==> config.mk <==
export PLATFORM = sky130hd
export DESIGN_NAME = temperature_reading_acceptance_filter
export DESIGN_NICKNAME = d
export VERILOG_FILES = /design/src/rtl/trf_pkg.sv /design/src/rtl/temperature_reading_acceptance_filter.sv /design/src/rtl/trf_ctrl.sv /design/src/rtl/trf_datapath.sv
export SDC_FILE = /design/constraint.sdc
export NUM_CORES = 1
export LEC_CHECK = 0
export BUFFER_PORTS_ARGS = -buffer_cell sky130_fd_sc_hd__buf_2
export CAP_MARGIN = 25
export CORE_AREA = 2 2 313 160
export CTS_CLUSTER_DIAMETER = 100
export DETAILED_ROUTE_END_ITERATION = 12
export DIE_AREA = 0 0 315 162
export MAX_ROUTING_LAYER = met4
export PLACE_DENSITY = 0.88
export SLEW_MARGIN = 25
export SYNTH_ARGS = -nofsm -noshare
export SYNTH_HDL_FRONTEND = slang
export SYNTH_SLANG_ARGS = --single-unit
==> constraint.sdc <==
create_clock -name clk -period 6.25 [get_ports clk]
set_input_delay 1.25 -clock clk [delete_from_list [all_inputs] [get_ports clk]]
set_output_delay 1.25 -clock clk [all_outputs]
set_load 0.005 [all_outputs]
==> src/rtl/trf_pkg.sv <==
// Shared types, constants and codes for the temperature reading acceptance filter.
`timescale 1ns / 1ps

package trf_pkg;

    localparam int HISTORY_DEPTH = 16;
    localparam int IDX_W         = $clog2(HISTORY_DEPTH);
    localparam int CNT_W         = $clog2(HISTORY_DEPTH + 1);
    localparam int SUM_W         = 17 + IDX_W;
    localparam int CFG_IDX_W     = 1;
    localparam int CFG_DATA_W    = 32;

    localparam logic [CFG_IDX_W-1:0] CFG_RESOLUTION = 1'd0;
    localparam logic [CFG_IDX_W-1:0] CFG_TTL        = 1'd1;

    localparam logic [3:0]  RESOLUTION_RESET = 4'd12;
    localparam logic [31:0] TTL_RESET        = 32'd60000;

    localparam logic [3:0] RES_9  = 4'd9;
    localparam logic [3:0] RES_10 = 4'd10;
    localparam logic [3:0] RES_11 = 4'd11;

    localparam logic [7:0] EXPECT_9   = 8'h1F;
    localparam logic [7:0] EXPECT_10  = 8'h3F;
    localparam logic [7:0] EXPECT_11  = 8'h5F;
    localparam logic [7:0] EXPECT_12  = 8'h7F;
    localparam logic [7:0] MASK_9     = 8'hF8;
    localparam logic [7:0] MASK_10    = 8'hFC;
    localparam logic [7:0] MASK_11    = 8'hFE;
    localparam logic [7:0] MASK_12    = 8'hFF;

    localparam logic [3:0]         MAX_ATTEMPTS = 4'd10;
    localparam logic [CNT_W-1:0]   MIN_READINGS = CNT_W'(3);
    localparam logic signed [15:0] DISCARD_RAW  = 16'sd1360;

    localparam logic [2:0] ST_ACCEPTED  = 3'd0;
    localparam logic [2:0] ST_UNCHANGED = 3'd1;
    localparam logic [2:0] ST_DISCARDED = 3'd2;
    localparam logic [2:0] ST_CRC_RETRY = 3'd3;
    localparam logic [2:0] ST_GAVE_UP   = 3'd4;
    localparam logic [2:0] ST_MISMATCH  = 3'd5;
    localparam logic [2:0] ST_QUERY     = 3'd6;

    localparam logic FUNC_READ  = 1'b0;
    localparam logic FUNC_QUERY = 1'b1;

    typedef struct packed {
        logic        func;
        logic [7:0]  temp_low_byte;
        logic [7:0]  temp_high_byte;
        logic [7:0]  config_byte;
        logic        crc_ok;
        logic [31:0] now_ms;
    } in_beat_t;

    typedef struct packed {
        logic [2:0]         status;
        logic signed [15:0] temperature;
        logic               temp_valid;
        logic [4:0]         reading_count;
    } out_beat_t;

    typedef struct packed {
        logic capture;
        logic eval;
        logic sum_step;
        logic compare;
        logic load_out;
    } ctl_cmd_t;

    typedef struct packed {
        logic need_avg;
        logic sum_done;
    } dp_sts_t;

    typedef enum logic [2:0] {
        S_IDLE,
        S_EVAL,
        S_SUM,
        S_CMP,
        S_EMIT
    } trf_state_t;

endpackage

==> src/rtl/temperature_reading_acceptance_filter.sv <==
// Top level of the temperature reading acceptance filter.
`timescale 1ns / 1ps

// Takes one beat at a time: a scratchpad read (func 0) or a query (func 1), and returns one
// result beat for each. A beat whose outcome is settled without the average check passes
// from evaluation straight to the emit state; when the average check runs, the history ring
// is walked through its single read port one entry per cycle, over every held reading (16 at
// most with a 16-entry ring), then compared before emit. The next beat is taken once the result
// has been placed in the output register, even while that result still waits downstream.
// Configuration writes take effect at once and are expected only while the block is idle.
module temperature_reading_acceptance_filter (
    input  logic                           clk,
    input  logic                           rst_n,
    input  logic                           cfg_we,
    input  logic [trf_pkg::CFG_IDX_W-1:0]  cfg_index,
    input  logic [trf_pkg::CFG_DATA_W-1:0] cfg_data,
    input  logic                           in_valid,
    output logic                           in_stall,
    input  trf_pkg::in_beat_t              in_beat,
    output logic                           out_valid,
    input  logic                           out_stall,
    output trf_pkg::out_beat_t             out_beat
);
    import trf_pkg::*;

    ctl_cmd_t cmd;
    dp_sts_t  sts;

    trf_ctrl u_ctrl (
        .clk       (clk),
        .rst_n     (rst_n),
        .in_valid  (in_valid),
        .in_stall  (in_stall),
        .out_valid (out_valid),
        .out_stall (out_stall),
        .sts       (sts),
        .cmd       (cmd)
    );

    trf_datapath u_datapath (
        .clk       (clk),
        .rst_n     (rst_n),
        .cfg_we    (cfg_we),
        .cfg_index (cfg_index),
        .cfg_data  (cfg_data),
        .in_beat   (in_beat),
        .out_beat  (out_beat),
        .cmd       (cmd),
        .sts       (sts)
    );

endmodule

==> src/rtl/trf_ctrl.sv <==
// Controller state machine sequencing capture, evaluation, averaging and result hand-off.
`timescale 1ns / 1ps

module trf_ctrl (
    input  logic              clk,
    input  logic              rst_n,
    input  logic              in_valid,
    output logic              in_stall,
    output logic              out_valid,
    input  logic              out_stall,
    input  trf_pkg::dp_sts_t  sts,
    output trf_pkg::ctl_cmd_t cmd
);
    import trf_pkg::*;

    trf_state_t state_reg;
    trf_state_t state_next;
    logic       out_valid_reg;
    logic       out_valid_next;

    always_ff @(posedge clk or negedge rst_n)
    begin
        if (!rst_n)
        begin
            state_reg     <= S_IDLE;
            out_valid_reg <= 1'b0;
        end
        else
        begin
            state_reg     <= state_next;
            out_valid_reg <= out_valid_next;
        end
    end

    always_comb
    begin
        state_next     = state_reg;
        cmd            = '0;
        out_valid_next = out_valid_reg && out_stall;
        case (state_reg)
            S_IDLE:
            begin
                if (in_valid)
                begin
                    cmd.capture = 1'b1;
                    state_next  = S_EVAL;
                end
            end
            S_EVAL:
            begin
                cmd.eval   = 1'b1;
                state_next = sts.need_avg ? S_SUM : S_EMIT;
            end
            S_SUM:
            begin
                cmd.sum_step = 1'b1;
                if (sts.sum_done)
                begin
                    state_next = S_CMP;
                end
            end
            S_CMP:
            begin
                cmd.compare = 1'b1;
                state_next  = S_EMIT;
            end
            S_EMIT:
            begin
                if (!out_valid_reg || !out_stall)
                begin
                    cmd.load_out   = 1'b1;
                    out_valid_next = 1'b1;
                    state_next     = S_IDLE;
                end
            end
            default:
            begin
                state_next = S_IDLE;
            end
        endcase
    end

    assign in_stall  = (state_reg != S_IDLE);
    assign out_valid = out_valid_reg;

endmodule

==> src/rtl/trf_datapath.sv <==
// Datapath: configuration, filter state, history ring, averaging accumulator and result register.
`timescale 1ns / 1ps

module trf_datapath (
    input  logic                                clk,
    input  logic                                rst_n,
    input  logic                                cfg_we,
    input  logic [trf_pkg::CFG_IDX_W-1:0]       cfg_index,
    input  logic [trf_pkg::CFG_DATA_W-1:0]      cfg_data,
    input  trf_pkg::in_beat_t                   in_beat,
    output trf_pkg::out_beat_t                  out_beat,
    input  trf_pkg::ctl_cmd_t                   cmd,
    output trf_pkg::dp_sts_t                    sts
);
    import trf_pkg::*;

    logic signed [15:0] ring_mem [HISTORY_DEPTH];

    logic [3:0]               resolution_reg;
    logic [31:0]              ttl_reg;
    in_beat_t                 in_reg;
    logic [IDX_W-1:0]         widx_reg, widx_next;
    logic [CNT_W-1:0]         held_reg, held_next;
    logic signed [15:0]       cur_reg, cur_next;
    logic                     ok_reg, ok_next;
    logic [31:0]              last_reg, last_next;
    logic [3:0]               attempt_reg, attempt_next;
    logic [2:0]               status_reg, status_next;
    logic signed [15:0]       v_reg;
    logic [IDX_W-1:0]         pos_reg;
    logic [CNT_W-1:0]         rem_reg;
    logic                     rd_pend_reg;
    logic signed [15:0]       rd_data_reg;
    logic signed [SUM_W-1:0]  acc_reg;
    logic signed [SUM_W-1:0]  prod_reg;
    out_beat_t                out_reg;

    logic [7:0]               expect_byte;
    logic [7:0]               lsb_mask;
    logic signed [15:0]       v_calc;
    logic                     wr_en;
    logic                     need_avg;
    logic [CNT_W-1:0]         held_inc;
    logic signed [16:0]       diff;
    logic [31:0]              age;
    logic [IDX_W-1:0]         pos_dec;
    logic                     rd_en;
    logic signed [SUM_W-1:0]  v_ext;
    logic signed [SUM_W-1:0]  held_ext;
    logic signed [SUM_W:0]    delta;
    logic [SUM_W:0]           delta_abs;
    logic                     avg_close;

    always_comb
    begin
        case (resolution_reg)
            RES_9:
            begin
                expect_byte = EXPECT_9;
                lsb_mask    = MASK_9;
            end
            RES_10:
            begin
                expect_byte = EXPECT_10;
                lsb_mask    = MASK_10;
            end
            RES_11:
            begin
                expect_byte = EXPECT_11;
                lsb_mask    = MASK_11;
            end
            default:
            begin
                expect_byte = EXPECT_12;
                lsb_mask    = MASK_12;
            end
        endcase
    end

    assign v_calc   = $signed({in_reg.temp_high_byte, in_reg.temp_low_byte & lsb_mask});
    assign held_inc = (held_reg < CNT_W'(HISTORY_DEPTH)) ? held_reg + CNT_W'(1) : held_reg;
    assign diff     = {cur_reg[15], cur_reg} - {v_calc[15], v_calc};
    assign age      = in_reg.now_ms - last_reg;

    always_comb
    begin
        widx_next    = widx_reg;
        held_next    = held_reg;
        cur_next     = cur_reg;
        ok_next      = ok_reg;
        last_next    = last_reg;
        attempt_next = attempt_reg;
        status_next  = status_reg;
        wr_en        = 1'b0;
        need_avg     = 1'b0;
        if (in_reg.func == FUNC_QUERY)
        begin
            status_next = ST_QUERY;
            if ((held_reg != '0) && (age > ttl_reg))
            begin
                held_next = '0;
                ok_next   = 1'b0;
            end
        end
        else if (attempt_reg > MAX_ATTEMPTS)
        begin
            attempt_next = '0;
            status_next  = ST_GAVE_UP;
        end
        else if (!in_reg.crc_ok)
        begin
            attempt_next = attempt_reg + 4'd1;
            status_next  = ST_CRC_RETRY;
        end
        else
        begin
            attempt_next = '0;
            if (in_reg.config_byte != expect_byte)
            begin
                status_next = ST_MISMATCH;
            end
            else if (v_calc == DISCARD_RAW)
            begin
                status_next = ST_DISCARDED;
            end
            else
            begin
                wr_en     = 1'b1;
                widx_next = (widx_reg == IDX_W'(HISTORY_DEPTH - 1)) ? '0
                                                                    : widx_reg + IDX_W'(1);
                last_next = in_reg.now_ms;
                held_next = held_inc;
                if (held_inc == MIN_READINGS)
                begin
                    cur_next    = v_calc;
                    ok_next     = 1'b1;
                    status_next = ST_ACCEPTED;
                end
                else if ((held_inc < MIN_READINGS) || (ok_reg && (v_calc == cur_reg)))
                begin
                    status_next = ST_UNCHANGED;
                end
                else if (!ok_reg)
                begin
                    cur_next    = v_calc;
                    ok_next     = 1'b1;
                    status_next = ST_ACCEPTED;
                end
                else if ((diff >= 17'sd2) || (diff <= -17'sd2))
                begin
                    cur_next    = v_calc;
                    status_next = ST_ACCEPTED;
                end
                else
                begin
                    need_avg = 1'b1;
                end
            end
        end
    end

    assign pos_dec   = (pos_reg == '0) ? IDX_W'(HISTORY_DEPTH - 1) : pos_reg - IDX_W'(1);
    assign rd_en     = cmd.sum_step && (rem_reg != '0);
    assign v_ext     = SUM_W'(v_reg);
    assign held_ext  = $signed(SUM_W'(held_reg));
    assign delta     = ((SUM_W + 1)'(acc_reg) - (SUM_W + 1)'(prod_reg)) <<< 1;
    assign delta_abs = (delta < 0) ? $unsigned(-delta) : $unsigned(delta);
    assign avg_close = (delta_abs < (SUM_W + 1)'(held_reg));

    always_ff @(posedge clk)
    begin
        if (cmd.eval && wr_en)
        begin
            ring_mem[widx_reg] <= v_calc;
        end
        if (rd_en)
        begin
            rd_data_reg <= ring_mem[pos_dec];
        end
    end

    always_ff @(posedge clk or negedge rst_n)
    begin
        if (!rst_n)
        begin
            resolution_reg <= RESOLUTION_RESET;
            ttl_reg        <= TTL_RESET;
            widx_reg       <= '0;
            held_reg       <= '0;
            cur_reg        <= '0;
            ok_reg         <= 1'b0;
            last_reg       <= '0;
            attempt_reg    <= '0;
            rem_reg        <= '0;
            rd_pend_reg    <= 1'b0;
        end
        else
        begin
            if (cfg_we)
            begin
                case (cfg_index)
                    CFG_RESOLUTION: resolution_reg <= cfg_data[3:0];
                    CFG_TTL:        ttl_reg        <= cfg_data[31:0];
                    default:        ;
                endcase
            end
            if (cmd.eval)
            begin
                widx_reg    <= widx_next;
                held_reg    <= held_next;
                cur_reg     <= cur_next;
                ok_reg      <= ok_next;
                last_reg    <= last_next;
                attempt_reg <= attempt_next;
                if (need_avg)
                begin
                    rem_reg     <= held_next;
                    rd_pend_reg <= 1'b0;
                end
            end
            if (cmd.sum_step)
            begin
                rd_pend_reg <= rd_en;
                if (rd_en)
                begin
                    rem_reg <= rem_reg - CNT_W'(1);
                end
            end
            if (cmd.compare && avg_close)
            begin
                cur_reg <= v_reg;
            end
        end
    end

    always_ff @(posedge clk)
    begin
        if (cmd.capture)
        begin
            in_reg <= in_beat;
        end
        if (cmd.eval)
        begin
            status_reg <= status_next;
            v_reg      <= v_calc;
            pos_reg    <= widx_next;
            acc_reg    <= '0;
        end
        if (cmd.sum_step)
        begin
            prod_reg <= v_ext * held_ext;
            if (rd_en)
            begin
                pos_reg <= pos_dec;
            end
            if (rd_pend_reg)
            begin
                acc_reg <= acc_reg + SUM_W'(rd_data_reg);
            end
        end
        if (cmd.compare)
        begin
            status_reg <= avg_close ? ST_ACCEPTED : ST_UNCHANGED;
        end
        if (cmd.load_out)
        begin
            out_reg.status        <= status_reg;
            out_reg.temperature   <= ok_reg ? cur_reg : 16'sd0;
            out_reg.temp_valid    <= ok_reg;
            out_reg.reading_count <= 5'(held_reg);
        end
    end

    assign sts.need_avg = need_avg;
    assign sts.sum_done = (rem_reg == '0) && !rd_pend_reg;
    assign out_beat     = out_reg;

endmodule
After elaboration in Yosys (flattened, before gate mapping)
Memories as Yosys holds them, arrays and structs flattened. A register that Yosys moved wholly into a read port is not among the register bits.
Cells that the tools add are included.
{"block": "op_classes", "add_sub_neg": 10, "multipliers": 1, "magnitude_cmp": 8, "eq_ne": 27, "muxes": 93, "n_bitwise": 6, "reduce_logical": 34}
{"cell": "$mux 16", "count": 11}
{"cell": "$mux 21", "count": 3}
{"cell": "$mux 5", "count": 11}
{"cell": "$mux 4", "count": 12}
{"cell": "$mux 3", "count": 15}
{"cell": "$mux 1", "count": 37}
{"cell": "$gt 32x32->1", "count": 1}
{"cell": "$sub 32x32->32", "count": 1}
{"cell": "$lt 22x1->1 const B", "count": 1}
{"cell": "$lt 22x5->1", "count": 1}
{"cell": "$mux 22", "count": 1}
{"cell": "$neg 22->22", "count": 1}
{"cell": "$add 21x16->21", "count": 1}
{"cell": "$mul 16x6->21", "count": 1}
{"cell": "$pmux 7 s3", "count": 1}
{"cell": "$sub 21x21->21", "count": 1}
{"cell": "$ge 17x3->1 const B", "count": 1}
{"cell": "$le 17x2->1 const B", "count": 1}
{"cell": "$sub 16x16->17", "count": 1}
{"cell": "$eq 16x12->1 const B", "count": 1}
{"cell": "$eq 16x16->1", "count": 1}
{"cell": "$eq 4x4->1 const B", "count": 4}
{"cell": "$pmux 3 s5", "count": 1}
{"cell": "$ne 2x2->1 const B", "count": 7}
{"cell": "other kinds (34)", "count": 63}
{"block": "totals", "regBits": 256, "mem_bits_rw": 256, "n_memories": 1}
{"name": "u_datapath.ring_mem", "words": 16, "word_bits": 16, "rd": 1, "rd_clocked_by_memory_dff": 1, "write_ports": 1, "line": "trf_datapath.sv:17", "source": "logic signed [15:0] ring_mem [HISTORY_DEPTH];"}

Longest topological paths before layout
{"block": "logic_depth", "ltp_word": 19, "depth_mapped": 25, "ltp_nobuf": 25}

Modules after synthesis
Synthesis repeated with hierarchy kept, for this count alone.
{"block": "hier_totals", "cells_unflattened": 2257, "area_unflattened_um2": 28501.1}
{"module": "trf_datapath", "instances": 1, "cells_per_inst": 2234, "area_per_inst_um2": 28288.4, "seq_area_each_um2": 14975.6}
{"module": "trf_ctrl", "instances": 1, "cells_per_inst": 23, "area_per_inst_um2": 212.7, "seq_area_each_um2": 100.1}

Worst setup path after synthesis
No wires, ideal clock.
{"block": "synth_path", "kind": "reg2reg", "startpoint": "register u_datapath.resolution_reg[0]", "endpoint": "register u_datapath.cur_reg[8]", "setup_time_ps": 127, "arrival_time_ps": 5176, "path_slack_ps": 947, "path_stages_with_launch": 17, "n_path_buf": 1, "cell_sequence": "dfrtp_1 -> xor2_1 -> a21boi_0 -> inv_1 -> fa_1 -> xor2_1 -> nand3b_1 -> or3_1 -> a211oi_1 -> nand4_1 -> nor4b_1 -> and4_1 -> nand4b_1 -> o2111ai_1 -> clkbuf_1 -> mux2_2 -> mux2_1"}
{"block": "synth_between", "elab_chain_cells": 8}
{"element": "start, declared", "line": "trf_datapath.sv:19", "source": "logic [3:0] resolution_reg;"}
{"element": "start signal, assigned", "line": "trf_datapath.sv:202", "source": "CFG_RESOLUTION: resolution_reg <= cfg_data[3:0];"}
{"element": "$eq 4x4->1", "line": "trf_datapath.sv:56", "source": "case (resolution_reg)"}
{"element": "$pmux 3 s3", "line": "trf_datapath.sv:56"}
{"element": "$and 8x8->8", "line": "trf_datapath.sv:80", "source": "assign v_calc = $signed({in_reg.temp_high_byte, in_reg.temp_low_byte & lsb_mask});"}
{"element": "$sub 16x16->17 or $eq 16x16->1 (tied branches)", "line": "trf_datapath.sv:82, trf_datapath.sv:139"}
{"element": "$ge 17x3->1 (tied with other cells)", "line": "trf_datapath.sv:149", "source": "else if ((diff >= 17'sd2) || (diff <= -17'sd2))"}
{"element": "$logic_or 1x1->1 (on tied branches)", "line": "trf_datapath.sv:149, trf_datapath.sv:139"}
{"element": "$ne 4x4->1 (no line) or $ne 3x2->1 (tied branches)"}
{"element": "$reduce_and 8->1 (no line) (*)"}
{"element": "end signal, assigned", "line": "trf_datapath.sv:211", "source": "cur_reg <= cur_next;"}
{"element": "end signal, assigned", "line": "trf_datapath.sv:231", "source": "cur_reg <= v_reg;"}
{"element": "end, declared", "line": "trf_datapath.sv:24", "source": "logic signed [15:0] cur_reg, cur_next;"}
Every way passes the cells marked *; elsewhere a longest branch is shown, timed or not.
A chain may end at the register's enable or synchronous reset.

Worst setup path in the final report
{"block": "layout_path", "startpoint": "register u_datapath.acc_reg[0]", "endpoint": "register u_datapath.cur_reg[3]"}
{"block": "layout_between", "elab_chain_cells": 7}
{"element": "start, declared", "line": "trf_datapath.sv:34", "source": "logic signed [SUM_W-1:0] acc_reg;"}
{"element": "start signal, assigned", "line": "trf_datapath.sv:258", "source": "acc_reg <= acc_reg + SUM_W'(rd_data_reg);"}
{"element": "$sub 21x21->21 (*)", "line": "trf_datapath.sv:166", "source": "assign delta = ((SUM_W + 1)'(acc_reg) - (SUM_W + 1)'(prod_reg)) <<< 1;"}
{"element": "$neg 22->22 or $lt 22x1->1 (tied branches)", "line": "trf_datapath.sv:167", "source": "assign delta_abs = (delta < 0) ? $unsigned(-delta) : $unsigned(delta);"}
{"element": "$mux 22 (*)", "line": "trf_datapath.sv:167"}
{"element": "$lt 22x5->1 (*)", "line": "trf_datapath.sv:168", "source": "assign avg_close = (delta_abs < (SUM_W + 1)'(held_reg));"}
{"element": "$logic_and 1x1->1 (*)", "line": "trf_datapath.sv:229", "source": "if (cmd.compare && avg_close)"}
{"element": "$ne 4x4->1 (no line) (tied with other cells)"}
{"element": "$reduce_and 8->1 (no line)"}
Marks and branches as above.

==> out/summary.txt <==
CLOCK TREE
------------------------------------------------------------------------------------
Worst-Skew Late Latency ...............................................       590 ps
Number of H-tree levels ...............................................            2
Number of buffers on the longest clock path ...........................            3
Count of instances resized after the clock tree is built ..............            0
Clock transition at path regs .........................................        70 ps
TritonCTS Sinks .......................................................          528
Number of buffers created by CTS ......................................           48
Post CTS Setup Buffer Count ...........................................            0
Hold-fix buffer count after cts .......................................            0
Clock tree root buffer cell ........................................... sky130_fd_sc_hd__clkbuf_16
Clock tree from TritonCTS .............................................          yes

DETAILED ROUTING
------------------------------------------------------------------------------------
Via-per-instance ratio ................................................        6.493
Number of DRC violations after detailed routing .......................            0
1st-iter DRT viols ....................................................         2558
Vias after detailed routing ...........................................        20130
Length of the first detailed-routing pass in iterations ...............            8
DRT Wirelength ........................................................     75010 µm
Final antenna-violating net count .....................................            0
Routed length per instance ............................................     24.20 µm

DIE
------------------------------------------------------------------------------------
Area inside the core boundary .........................................  0.04814 mm²
Number of top-level pins ..............................................          123
Initial Utilization ...................................................       59.58%
FP Rows ...............................................................           57
Vert. Die Dim .........................................................       162 µm
Area of the die .......................................................  0.05103 mm²
Die Span X ............................................................       315 µm

POWER AND IR DROP
------------------------------------------------------------------------------------
Leakage power .........................................................     12.85 nW
Worst voltage drop across the vdd grid ................................  0.0002608 V
Total power density per cell area ..................................... 284.5 mW/mm²

GLOBAL ROUTE
------------------------------------------------------------------------------------
Initial antenna violation count .......................................            4
Final global-route overflow total .....................................            0
Largest net degree at the start of global routing .....................           70
First-pass GRT wire length ............................................    115600 µm
Number of global-route vias before repair .............................        20180
Aggregate global-route resource usage .................................       30.57%

TIMING
------------------------------------------------------------------------------------
Unrepaired setup endpoints after global routing .......................        false
Max Clock Skew ........................................................     30.89 ps
Final Max Tran Viols ..................................................            0
Sum of negative setup slack ...........................................         0 ps
Minimum hold slack ....................................................     467.1 ps
Remaining max-slew budget at the tightest pin .........................       25.54%
Final Worst Setup Slack ...............................................     461.3 ps
Final min period ......................................................      5789 ps
Post-route clock period utilization ...................................       92.62%
Worst slew pin tran ...................................................      1117 ps
Maximum clock frequency ...............................................   0.1727 GHz
Count of final setup violators ........................................            0
Final-report hold violation count .....................................            0

PLACED DESIGN
------------------------------------------------------------------------------------
Setup Slack @ Placement ...............................................     361.4 ps
Weighted congestion at the end of routability-driven global placement .       0.9838
Detailed placement HPWL ...............................................     49350 µm
Port Buffers ..........................................................          122

WORST SETUP PATH
------------------------------------------------------------------------------------
Crit path cell chain .................................................. inv_1 > ha_1 > inv_1 > fa_1 > a211oi_4 > o21ai_0 > a41oi_1 > a31oi_1 > mux2i_1 > and2_1 > nor2_1 > xnor2_1 > ha_1 > nor2b_1 > o21ai_0 > and3b_1 > o221ai_1 > nor4bb_1 > nand4_1 > or4_1 > buf_4 > mux2_1
Max Fanout on Critical Path ...........................................           17
Category of the worst setup path capture point ........................    flip-flop
Startpoint kind of the worst setup timing path ........................    flip-flop
Cell type of the slowest stage on the worst timing path ............... sky130_fd_sc_hd__o21ai_0
Required @ worst endpoint .............................................      6710 ps
Type of the setup path with the least slack ...........................   reg -> reg
Worst path bufs/invs ..................................................            3
Cell family with most CP delay ........................................ simple AND/OR/NAND/NOR gates
Worst path max stage delay ............................................       530 ps
Critical path data arrival time .......................................      6250 ps

WORST HOLD PATH
------------------------------------------------------------------------------------
Type of the tightest min-delay check ..................................   reg -> reg

SYNTHESIS
------------------------------------------------------------------------------------
Post-synth net total ..................................................         2611
Share of the yosys chip area belonging to registers ...................       52.56%
Mean Syn Cell Area ....................................................    12.53 µm²
Synthesis Warnings ....................................................            0
EDFF count, synth .....................................................          395
Commonest cells post-synth ............................................ sky130_fd_sc_hd__edfxtp_1, sky130_fd_sc_hd__inv_1, sky130_fd_sc_hd__ha_1, sky130_fd_sc_hd__nand2_1, sky130_fd_sc_hd__o21ai_0
Number of instances in the synthesized netlist ........................         2290
Asr flop ratio synth ..................................................       20.45%
Area share of the leading cell type in the synthesized netlist ........       41.35%
Cell with the most instances after synthesis .......................... sky130_fd_sc_hd__edfxtp_1
Top FF cell, synth .................................................... sky130_fd_sc_hd__edfxtp_1
Distinct cell type count of the synthesized netlist ...................           85
Largest cells by area after synthesis ................................. sky130_fd_sc_hd__edfxtp_1, sky130_fd_sc_hd__dfrtp_1, sky130_fd_sc_hd__ha_1
Register bit total from synthesis .....................................          528
Combined area of all synthesized cells ................................  0.02868 mm²
Dominant cell type by area after synthesis ............................ sky130_fd_sc_hd__edfxtp_1

CELLS AND AREA
------------------------------------------------------------------------------------
Share of final-layout standard cells stronger than drive strength 1 ...       16.87%
Layout net count ......................................................         2732
Largest register FFs ..................................................          256
Synth-to-layout area growth ...........................................       10.10%

OUTCOME
------------------------------------------------------------------------------------
Outcome ............................................................... finished, final reports clean

FLOW RUN
------------------------------------------------------------------------------------
Max_cap viols .........................................................            0

power by group:
part	switching [mW]	leakage, nW	internal (mW)	total, mW
clock network	1.36	0.760	1.62	2.97
logic	1.02	6.93	0.721	1.74
registers	0.214	5.16	4.06	4.27
total	2.59	12.8	6.40	8.98
metrics by stage:
step                area (µm²)  power, mW  util (%)  instances
finish                   31580      8.984     65.60       3100
CTS                      31530      8.913     65.49       3096
global route             31580      9.239     65.60       3100
detailed placement       29990      5.956     62.30       3009
global placement         29990      5.855     62.30       3009
floorplan                28680      5.354         -       2290
routing by layer:
metal / vias up / track usage, % / wire (µm)
li1: 8725 / - / -
met1: 9702 / 37.56 / 27820
met2: 1295 / 47.78 / 34320
met3: 406 / 7.495 / 8113
met4: 0 / 15.15 / 4759
met5: - / - / 0
worst register-to-register path, cell delays in order, from the launching register on:
cell,delay (ps)
sky130_fd_sc_hd__dfxtp_1,380
sky130_fd_sc_hd__inv_1,70
sky130_fd_sc_hd__ha_1,220
sky130_fd_sc_hd__inv_1,100
sky130_fd_sc_hd__fa_1,330
sky130_fd_sc_hd__a211oi_4,120
sky130_fd_sc_hd__o21ai_0,530
sky130_fd_sc_hd__a41oi_1,220
sky130_fd_sc_hd__a31oi_1,350
sky130_fd_sc_hd__mux2i_1,270
sky130_fd_sc_hd__and2_1,530
sky130_fd_sc_hd__nor2_1,110
sky130_fd_sc_hd__xnor2_1,150
sky130_fd_sc_hd__ha_1,270
sky130_fd_sc_hd__nor2b_1,120
sky130_fd_sc_hd__o21ai_0,120
sky130_fd_sc_hd__and3b_1,170
sky130_fd_sc_hd__o221ai_1,110
sky130_fd_sc_hd__nor4bb_1,330
sky130_fd_sc_hd__nand4_1,130
sky130_fd_sc_hd__or4_1,410
sky130_fd_sc_hd__buf_4,250
sky130_fd_sc_hd__mux2_1,390
cells by family after synthesis:
logic type	count (synthesis)	synth area share, %
multiplexers	160	9.497
XOR/XNOR	86	2.626
AND/OR/NAND/NOR	605	10.94
AO/OA/AOI/OAI	424	9.663
buffers and inverters	262	3.538
flip-flops	528	52.56
adder cells (fa/ha/maj)	225	11.18
final cells by class:
| cell class | instances | area [µm²] |
|---|---|---|
| Fill cell | 3227 | 16560 |
| Sequential cell | 528 | 15080 |
| Multi-Input combinational cell | 1500 | 12670 |
| Clock buffer | 60 | 1308 |
| Tap cell | 649 | 812.0 |
| Timing Repair Buffer | 140 | 752.0 |
| Inverter | 193 | 724.4 |
| Clock inverter | 27 | 231.5 |
| Antenna cell | 3 | 7.507 |
cell usage in the layout, fill, tap and decap left out, drive strengths merged, types with 7 or more instances in the layout:
master,instances
ha,173
a31oi,17
o21bai,17
nand4,23
nor4,15
o31ai,9
and3,24
o211ai,16
dfstp,9
a211oi,20
nor2b,24
or2,12
dfrtp,99
o21a,19
o2111ai,8
mux2i,10
nand2,154
mux2,70
a21oi,84
a21o,39
nand2b,16
clkbuf,60
clkinv,21
mux4,80
xor2,36
or3,11
nand3,58
fa,52
buf,140
dfxtp,25
and2,83
a2111oi,8
nor2,111
nand3b,8
edfxtp,395
xnor2,50
o21ai,122
nor3,35
or4,7
inv,194
path summary, 6_finish.rpt:
check | slack [ps] | cells past startpoint | to | from
setup reg to reg | 460 | 22 | u_datapath.cur_reg[3] | u_datapath.acc_reg[0]
min in group asynchronous | 800 | 1 | u_datapath.last_reg[9] | rst_n
max in group asynchronous | 4310 | 2 | u_datapath.cur_reg[10] | rst_n
setup / recovery | 460 | 22 | u_datapath.cur_reg[3] | u_datapath.acc_reg[0]
hold / removal | 470 | 0 | u_datapath.out_beat[24] | u_datapath.status_reg[2]
hold reg to reg | 470 | 0 | u_datapath.out_beat[24] | u_datapath.status_reg[2]
Note: power is estimated with default switching activity, not from simulation.
